--- src/sv/ebu_pkg.sv ---
// Shared constants, types and helpers of the edge-blending 2x pixel upscaler.
package ebu_pkg;

    localparam int WIDTH_CAP  = 1024;
    localparam int HEIGHT_CAP = 1024;

    localparam int PIX_W     = 32;
    localparam int POS_W     = 10;
    localparam int SIZE_W    = 11;
    localparam int CFG_IDX_W = 2;
    localparam int SLOT_W    = 2;
    localparam int NUM_BANKS = 3;

    localparam int COL_W  = $clog2(WIDTH_CAP);
    localparam int ROW_W  = $clog2(HEIGHT_CAP + 1);
    localparam int MAX_CW = (COL_W > SIZE_W) ? COL_W : SIZE_W;
    localparam int MAX_RW = (ROW_W > MAX_CW) ? ROW_W : MAX_CW;
    localparam int CMP_W  = MAX_RW + 1;

    localparam logic [CFG_IDX_W-1:0] REG_PIXEL_FORMAT = 2'd0;
    localparam logic [CFG_IDX_W-1:0] REG_FRAME_WIDTH  = 2'd1;
    localparam logic [CFG_IDX_W-1:0] REG_FRAME_HEIGHT = 2'd2;

    localparam logic              FMT_RGB565   = 1'b0;
    localparam logic              FMT_XRGB8888 = 1'b1;
    localparam logic [SIZE_W-1:0] WIDTH_RESET  = 11'd320;
    localparam logic [SIZE_W-1:0] HEIGHT_RESET = 11'd240;

    localparam logic [PIX_W-1:0] AVG_MASK_565  = 32'h0000_0821;
    localparam logic [PIX_W-1:0] AVG_MASK_8888 = 32'h0001_0101;
    localparam logic [PIX_W-1:0] PIX_MASK_565  = 32'h0000_FFFF;
    localparam logic [PIX_W-1:0] PIX_MASK_8888 = 32'hFFFF_FFFF;

    // pending block codes: block above, block to the left, block of the pixel itself
    localparam logic [2:0] PEND_UP   = 3'b001;
    localparam logic [2:0] PEND_LEFT = 3'b010;
    localparam logic [2:0] PEND_SELF = 3'b100;

    typedef struct packed {
        logic [PIX_W-1:0] c;
        logic [PIX_W-1:0] a;
        logic [PIX_W-1:0] b;
        logic [PIX_W-1:0] d;
        logic [PIX_W-1:0] e;
    } t_nbr;

    typedef struct packed {
        logic [PIX_W-1:0] tl;
        logic [PIX_W-1:0] tr;
        logic [PIX_W-1:0] bl;
        logic [PIX_W-1:0] br;
    } t_quad;

    typedef struct packed {
        t_quad            quad;
        logic [POS_W-1:0] block_column;
        logic [POS_W-1:0] block_row;
        logic             last_of_run;
        logic             frame_done;
    } t_blk;

    typedef struct packed {
        logic [PIX_W-1:0]  pix;
        logic [COL_W-1:0]  col;
        logic [ROW_W-1:0]  row;
        logic [SLOT_W-1:0] slot;
        logic              row_gt0;
        logic              row_gt1;
        logic              col_gt0;
        logic              col_gt1;
        logic              last_col;
    } t_s1;

    function automatic logic [SIZE_W-1:0] size_sat(input logic [SIZE_W-1:0] raw,
                                                   input int unsigned lim);
        logic [SIZE_W-1:0] v;
        v = raw;
        if (raw == '0) begin
            v = SIZE_W'(1);
        end else if (32'(raw) > lim) begin
            v = SIZE_W'(lim);
        end
        return v;
    endfunction

    function automatic logic [SLOT_W-1:0] slot_up(input logic [SLOT_W-1:0] s);
        return (s == '0) ? SLOT_W'(NUM_BANKS - 1) : s - SLOT_W'(1);
    endfunction

    function automatic logic [SLOT_W-1:0] slot_up2(input logic [SLOT_W-1:0] s);
        return (s == SLOT_W'(NUM_BANKS - 1)) ? '0 : s + SLOT_W'(1);
    endfunction

endpackage

--- src/sv/ebu_corner.sv ---
// Corner rule: compare the four neighbors and blend each corner of one 2x2 block.
module ebu_corner import ebu_pkg::*; (
    input  logic  i_fmt,
    input  t_nbr  i_nbr,
    output t_quad o_quad
);

    function automatic logic [PIX_W-1:0] blend(input logic [PIX_W-1:0] c,
                                               input logic [PIX_W-1:0] x,
                                               input logic [PIX_W-1:0] m);
        logic [PIX_W-1:0] s;
        s = c + x - ((c ^ x) & m);
        return s >> 1;
    endfunction

    logic [PIX_W-1:0] pmask;
    logic [PIX_W-1:0] amask;
    logic [PIX_W-1:0] c;
    logic [PIX_W-1:0] a;
    logic [PIX_W-1:0] b;
    logic [PIX_W-1:0] d;
    logic [PIX_W-1:0] e;
    logic             edge_on;

    always_comb begin
        pmask   = (i_fmt == FMT_XRGB8888) ? PIX_MASK_8888 : PIX_MASK_565;
        amask   = (i_fmt == FMT_XRGB8888) ? AVG_MASK_8888 : AVG_MASK_565;
        c       = i_nbr.c & pmask;
        a       = i_nbr.a & pmask;
        b       = i_nbr.b & pmask;
        d       = i_nbr.d & pmask;
        e       = i_nbr.e & pmask;
        edge_on = (a != e) && (b != d);

        o_quad.tl = (edge_on && a == b) ? blend(c, a, amask) : c;
        o_quad.tr = (edge_on && a == d) ? blend(c, a, amask) : c;
        o_quad.bl = (edge_on && e == b) ? blend(c, e, amask) : c;
        o_quad.br = (edge_on && e == d) ? blend(c, e, amask) : c;
    end

endmodule

--- config.mk ---
export PLATFORM = sky130hd
export DESIGN_NAME = ebu_corner
export DESIGN_NICKNAME = d
export VERILOG_FILES = /design/src/sv/ebu_pkg.sv /design/src/sv/ebu_corner.sv
export SDC_FILE = /design/constraint.sdc
export NUM_CORES = 1
export LEC_CHECK = 0
export BUFFER_PORTS_ARGS = -buffer_cell sky130_fd_sc_hd__buf_2
export CAP_MARGIN = 20
export CORE_MARGIN = 4
export CORE_UTILIZATION = 50
export DETAILED_ROUTE_END_ITERATION = 10
export PLACE_DENSITY = 0.88
export SLEW_MARGIN = 20
export SYNTH_ARGS = -nofsm -noshare
export SYNTH_HDL_FRONTEND = slang
export SYNTH_SLANG_ARGS = --single-unit
--- constraint.sdc ---
create_clock -name vclk -period 7.65
set_input_delay 1.53 -clock vclk [all_inputs]
set_output_delay 1.53 -clock vclk [all_outputs]
set_load 0.005 [all_outputs]
==> results of run 1 <==
-- power by group --
part	switching [mW]	internal (mW)	total, mW	leakage, nW
combinational	0.562	0.379	0.941	5.01
sequential	0	0	0	0
clock	0	0	0	0
total	0.562	0.379	0.941	5.01
-- worst min-delay path by stage --
| stage | slack (ps) | endpoint | start | depth (start not counted) |
|---|---|---|---|---|
| floorplan | 3190 | o_quad[93] | i_nbr[157] | 2 |
| global placement | 3370 | o_quad[67] | i_nbr[131] | 3 |
| detailed placement | 3370 | o_quad[68] | i_nbr[132] | 3 |
| CTS | 3370 | o_quad[68] | i_nbr[132] | 3 |
| global route | 3390 | o_quad[77] | i_nbr[141] | 3 |
| finish | 3370 | o_quad[68] | i_nbr[132] | 3 |
-- final cells by class --
| cell class | count | area [µm²] |
|---|---|---|
| tap | 220 | 275.3 |
| fill | 1607 | 6474 |
| inverter | 188 | 705.7 |
| timing repair buffer | 299 | 1534 |
| multi-input combinational | 1015 | 7712 |
-- layer usage --
metal / part of all wire (%) / vias up
met1: 39 / 4706
met3: 8.5 / 126
met2: 45 / 642
met4: 6.5 / 6
li1: - / 4853
met5: 0.090 / -
-- layout by cell type, fill, tap and decap left out, types with 45 or more instances in the layout --
master,Yosys,final
inv_1,188,188
o21ai_0,84,84
nand2_1,114,114
xor2_1,61,61
a21oi_1,77,77
mux2_2,60,60
nor2_1,47,45
buf_2,14,289
xnor2_1,157,157
ha_1,118,118
-- critical path, cell delays in order --
cell	delay (ps)
buf_2	680
and2_1	430
inv_1	190
ha_1	310
inv_1	40
ha_1	380
nand4_1	190
or4_1	560
a21oi_1	350
o211ai_2	220
nand4_1	130
nor3b_1	370
o21ai_0	130
buf_2	150
-- synthesized netlist by cell type, drive strengths merged, types with 6 or more instances --
cell type,n
nand3,21
clkbuf,26
nor4,17
inv,188
a21oi,77
o22ai,7
mux2,61
and2,16
o211ai,15
buf,19
and3,7
nand2b,13
xnor2,157
a211oi,11
o21a,11
ha,118
o21ai,87
nor2,48
o21bai,8
nor3,7
a21o,22
or2,8
mux2i,6
nand4,27
a31oi,9
o2111ai,19
xor2,61
nand2,115
-- cell families after synthesis --
| logic type | synth area share [%] |
|---|---|
| buffers and inverters | 10.58 |
| AND/OR/NAND/NOR | 17.67 |
| AO/OA/AOI/OAI | 23.23 |
| adder cells (fa/ha/maj) | 17.62 |
| multiplexers | 8.721 |
| XOR/XNOR | 22.18 |
==> metrics, run 1 <==
mapped cell area=8608 µm²; # diodes=0; share of the synthesized area in the top cell type=17.15%; initial detailed-routing violation count=~770; drt drc=0; Crit. End Element=primary output; busiest grt layer=met2; postcts setup bufs=0; number of routed nets with antenna violations=0; sequential area share after synthesis=0%; fin cells=1,722; worst slew pin tran=between 900 and 1000 ps; drt first pass iters=5; hold slack final=about 3400 ps; Synth Net Count=approximately 1.5k; Final WS setup=~440 ps; Routed WL per cell=21.92 µm; crit path kind=in2out; largest area contributor in the netlist=ha_1; die height=about 140 µm; Cell variety after synth=77; fmax=around 140 MHz; Via-to-Cell Ratio=approximately 6; vias in the first global route=9,860; grt ovf=0; Core Box Area=roughly 17,000 µm²; WP data required=6120 ps; hold-fix buffers at CTS=0; Initial Utilization=51.54%; final hold viol count=0; flip-flop and latch area=0 µm²; Setup crit start=i_fmt; initial antenna violation count=3; Clock buffer cells=0; largest net degree at the start of global routing=between 40 and 50; PD cells=92.01 nW/µm²; placed cell count=about 1.7k; Startpoint Class=input pin; worst setup path endpoint=o_quad[89]; first-pass GRT wire length=55,940 µm; status=complete, no violations; seq_cells=0; Power Total=between 0.9 and 1 mW; Post-CTS Resized=0; Area Growth Syn to Fin=18.81%; Hold Path Class=in2out; Area contributors post-synth=ha_1, xnor2_1, inv_1; mean post-synth cell area=6.898 µm²; setup tns final=0 ps; die area=slightly below 20,000 µm²; DP Wirelength=32,850 µm; Synth Instances=~1.2k; Setup Viol. Count Final=0; Leakage=about 5.0 nW; Place WS=between 600 and 700 ps; Max Slew Vio Count=0; share of cells above drive strength 1=approximately a quarter; input/output buffers=about 290; Placement Rows=47; maxcap violations=0; Post-DP Area=10,230 µm²; final instance area=a little over 10,000 µm²; YS warnings=0; Routed WL=approximately 38,000 µm; max_slew headroom=around two fifths; gpl congestion=~1.1; RSZ-0062 raised after global routing=false; fin crit share=a little over nine tenths; GRT Util Overall=36.29%; met1 Use GR=between 40% and 50%; peak supply drop=about 54 µV; Tmin final=~7000 ps; Die X=139.2 µm; final core occ=61.24%; Via Count=around 10k; Final Net Count=~1.8k; crit-path max FO=46; met3 Use GR=4.563%; CP Data Arrival Time=roughly 5700 ps; GRT met2 Usage=between 60% and 70%; # IOs=around 290
(Power assumes the default switching activity.)
==> run 2: changes to the inputs <==
--- a/config.mk
+++ b/config.mk
@@ -10,6 +10,7 @@
 export CORE_MARGIN = 4
 export CORE_UTILIZATION = 50
 export DETAILED_ROUTE_END_ITERATION = 10
+export MAX_ROUTING_LAYER = met4
 export PLACE_DENSITY = 0.88
 export SLEW_MARGIN = 20
 export SYNTH_ARGS = -nofsm -noshare
==> run 2 against run 1 <==
Hold slack lost 0.54 ps. Fmax grew 3.5%. Worst setup slack gained 240 ps. Global-route usage grew 1.0 points. Die area is the same. Critical endpoint is now o_quad[125]. Largest cell class unchanged. Highest routed layer is now met4.
==> metrics, run 2 (same netlist as run 1, synthesis figures left out) <==
worst slew pin tran=746.4 ps (-167.8 ps); drt first pass iters=5 (unchanged); Via-to-Cell Ratio=5.980 (-0.34%); Setup crit start=i_fmt; Post-CTS Resized=0 (unchanged); grt ovf=0 (unchanged); RSZ-0062 raised after global routing=false; Psw=0.5647 mW (+0.42%); Startpoint Class=input pin; die height=139.2 µm (unchanged); vias in the first global route=9,764 (-0.97%); hold-fix buffers at CTS=0 (unchanged); WP data required=6120 ps (about the same); postcts setup bufs=0 (unchanged); leading cell type in the layout, fill and taps excluded=buf_2; met3 Use GR=4.597% (+0.034 points); maxcap violations=0 (unchanged); setup tns final=0 ps (unchanged); Hold Path Class=in2out; Final Net Count=1,787 (+0.11%); Core Box Area=16,700 µm² (unchanged); Crit. End Element=primary output; number of routed nets with antenna violations=0 (unchanged); Routed WL per cell=21.99 µm (+0.34%); busiest grt layer=met2; Clock buffer cells=0 (unchanged); placed cell count=1,724 (+0.12%); largest net degree at the start of global routing=35 (-26%); fin cells=1,725 (+0.17%); Initial Utilization=51.54% (unchanged); max_slew headroom=50.24% (+11 points); final hold viol count=0 (unchanged); PD cells=92.17 nW/µm² (+0.18%); # IOs=289 (unchanged); internal power=0.3796 mW (+0.25%); switching share of total power=59.80% (about the same); initial antenna violation count=1 (-2); Leakage=5.020 nW (+0.14%); flip-flop and latch area=0 µm² (unchanged); die area=19,380 µm² (unchanged); gpl congestion=1.055 (-0.70%); status=complete, no violations; crit-path max FO=34 (-26%); Via Count=10.32k (-0.16%); Clk network pwr share=0% (unchanged); combinational share of power=100.0% (about the same); Die X=139.2 µm (unchanged); GRT Util Overall=37.33% (+1.0 points); Reg power frac=0% (unchanged); Max Slew Vio Count=0 (unchanged); Hold Path Origin=i_nbr[132]; seq_cells=0 (unchanged); CP Data Arrival Time=5440 ps (-240 ps); share of cells above drive strength 1=26.00% (+0.099 points); fin crit share=91.09% (-3.1 points); Setup Viol. Count Final=0 (unchanged); GRT met2 Usage=61.21% (-1.2 points); most frequent cells in the layout=buf_2, inv_1, xnor2_1; peak supply drop=50.11 µV (-7.0%); input/output buffers=289 (unchanged); crit path kind=in2out; initial detailed-routing violation count=702 (-8.9%); drt drc=0 (unchanged); Area Growth Syn to Fin=19.01%; Routed WL=37,940 µm (+0.52%); DP Wirelength=33,030 µm (+0.56%); Placement Rows=47 (unchanged); met1 Use GR=44.81% (+0.062 points); Tmin final=6969 ps (-240.9 ps); first-pass GRT wire length=55,450 µm (-0.88%); fmax=143.5 MHz (+3.5%)
==> run 2: stage by stage <==
stage / cell area [µm²] / util [%] / setup WS (ps) / power, mW / hold WS (ps)
final: 10240 / 61.34 / 681.3 / 0.9443 / 3369
after global routing: 10240 / 61.34 / 535.9 / 1.024 / 3395
after CTS: 10240 / 61.33 / 758.8 / 0.9257 / 3370
after detailed placement: 10240 / 61.33 / 786.9 / 0.9189 / 3368
after global placement: 10240 / 61.33 / 938.1 / 0.9110 / 3368
after floorplan: 8608 / - / 1158 / 0.6214 / 3186
==> run 2: power groups by stage <==
stage	combinational (mW)	sequential [mW]	clock, mW
6_report	0.944	0	0.0000000175
5_1_grt	1.02	0	0.0000000175
4_1_cts	0.926	0	0
3_5_place_dp	0.919	0	0
3_3_place_gp	0.911	0	0
2_1_floorplan	0.621	0	0
==> run 2: critical path, stage by stage <==
cell      delay [ps]
buf_2            570
buf_4            270
and2_1           200
inv_1            120
ha_1             300
inv_1             40
ha_1             360
nand4_1          160
or4_1            560
a21oi_1          340
o211ai_2         210
a211oi_2         260
nor4_1           110
o31ai_1          240
buf_2            150
==> run 2: per-layer routing <==
layer  share of wire [%]  vias to the layer above
met4                 6.7                        0
met2                  45                      627
met1                  40                     4721
li1                    -                     4855
met3                 8.8                      113
met5                   0                        -
==> run 2: cell type report <==
cell class / instances / area (µm²)
well taps: 220 / 275.3
diodes: 1 / 2.502
fillers: 1631 / 6456
repair buffers: 301 / 1549
inverters: 188 / 705.7
multi-input cells: 1015 / 7712
==> run 2: final timing paths <==
path,to,slack (ps),cells after the start
worst min-delay path,o_quad[68],3370,3
worst max-delay path,o_quad[125],680,15
==> run 3: changes to the inputs <==
--- a/config.mk
+++ b/config.mk
@@ -5,9 +5,9 @@
 export SDC_FILE = /design/constraint.sdc
 export NUM_CORES = 1
 export LEC_CHECK = 0
-export BUFFER_PORTS_ARGS = -buffer_cell sky130_fd_sc_hd__buf_2
+export BUFFER_PORTS_ARGS = -buffer_cell sky130_fd_sc_hd__buf_4
 export CAP_MARGIN = 20
-export CORE_MARGIN = 4
+export CORE_MARGIN = 10
 export CORE_UTILIZATION = 50
 export DETAILED_ROUTE_END_ITERATION = 10
 export MAX_ROUTING_LAYER = met4
==> run 3 against run 2 <==
Fmax rose by 1.2%. Total power rose by 5.5%. Critical path type unchanged. Count of clock-buffer cells in the layout did not move. First-iteration DRC count rose by 22%.
==> metrics, run 3 (same netlist as run 1, synthesis figures left out) <==
status=complete, no violations; share of cells above drive strength 1=25.70% (-0.30 points); Clock buffer cells=0 (unchanged); seq_cells=0 (unchanged); Initial Utilization=51.54% (unchanged); die height=151.2 µm (+8.6%); Hold Path Class=in2out; drt first pass iters=7 (+2); peak supply drop=60.70 µV (+21%); drt drc=0 (unchanged); fillcell total=1,576 (-3.4%); # diodes=0 (-1); DP Wirelength=35,530 µm (+7.6%); hold-fix buffers at CTS=0 (unchanged); number of routed nets with antenna violations=0 (unchanged); Placement Rows=47 (unchanged); fin cells=1,718 (-0.41%); Final WS setup=760.9 ps (+79.56 ps); worst slew pin tran=628.8 ps (-117.6 ps); Power Total=0.9963 mW (+5.5%); fmax=145.2 MHz (+1.2%); met3 Use GR=7.369% (+2.8 points); Via-to-Cell Ratio=6.038 (+0.97%); max_slew headroom=57.00% (+6.8 points); crit-path max FO=56 (+65%); Setup Viol. Count Final=0 (unchanged); met1 Use GR=39.12% (-5.7 points); # IOs=289 (unchanged); CP Data Arrival Time=5360 ps (-80 ps); RSZ-0062 raised after global routing=false; Final Net Count=1,781 (-0.34%); Die X=151.2 µm (+8.6%); initial detailed-routing violation count=853 (+22%); Area Growth Syn to Fin=26.72%; Tmin final=6889 ps (-79.56 ps); Post-CTS Resized=0 (unchanged); Max Slew Vio Count=0 (unchanged); WP data required=6120 ps (about the same); largest net degree at the start of global routing=57 (+63%); crit path kind=in2out; GRT Util Overall=34.39% (-2.9 points); Core Box Area=16,700 µm² (unchanged); most frequent cells in the layout=buf_4, inv_1, xnor2_1; Hold Path Origin=i_nbr[130]; Routed WL per cell=23.75 µm (+8.0%); maxcap violations=0 (unchanged); placed cell count=1,718 (-0.35%); setup tns final=0 ps (unchanged); Crit. End Element=primary output; final instance area=10,910 µm² (+6.5%); leading cell type in the layout, fill and taps excluded=buf_4; Post-DP Area=10,910 µm² (+6.5%); Leakage=5.207 nW (+3.7%); first-pass GRT wire length=59,320 µm (+7.0%); die area=22,860 µm² (+18%); Setup crit start=i_fmt; grt ovf=0 (unchanged); postcts setup bufs=0 (unchanged); final core occ=65.31% (+4.0 points); gpl congestion=1.082 (+2.6%); flip-flop and latch area=0 µm² (unchanged); Place WS=890.9 ps (+104.0 ps); input/output buffers=289 (unchanged); busiest grt layer=met2; final hold viol count=0 (unchanged); vias in the first global route=10.11k (+3.5%); Via Count=10.37k (+0.56%); Routed WL=40,800 µm (+7.5%); Startpoint Class=input pin; fin crit share=90.05% (-1.0 points); PD cells=91.33 nW/µm² (-0.91%); initial antenna violation count=0 (-1); hold slack final=3370 ps (+1.100 ps); GRT met2 Usage=57.39% (-3.8 points)
## run 3: cell count changes in the layout (fill, tap and decap cells not counted)
cell / before / now
diode_2: 1 / 0
buf_12: 1 / 0
buf_4: 11 / 295
buf_2: 289 / 0
## run 3: final cells by class
type	instances	area (µm²)	share of cell area (%)
inverters	188	705.7	6.469
well taps	220	275.3	2.524
multi-input cells	1015	7712	70.70
repair buffers	295	2215	20.30
## run 3: layer usage
layer | up-vias | part of all wire [%]
met5 | - | 0
met2 | 662 | 46
li1 | 4838 | -
met3 | 132 | 11
met4 | 0 | 5.1
met1 | 4742 | 38
## run 3: power by group
part	total (mW)	switching [mW]	internal, mW
logic	0.996	0.574	0.422
registers	0	0	0
clock network	0	0	0
## run 3: worst max-delay path, cell delays in order
cell	delay, ps
buf_4	490
nor2b_1	140
a21oi_1	330
ha_1	310
ha_1	360
a21oi_1	260
o21ai_1	190
o2111ai_2	360
a21oi_1	180
o211ai_2	300
a211oi_2	120
o31a_1	330
o31ai_1	270
buf_4	160
## run 3: worst paths after layout
kind | slack (ps) | cells past startpoint | end
setup / recovery | 760 | 14 | o_quad[125]
hold / removal | 3370 | 3 | o_quad[66]
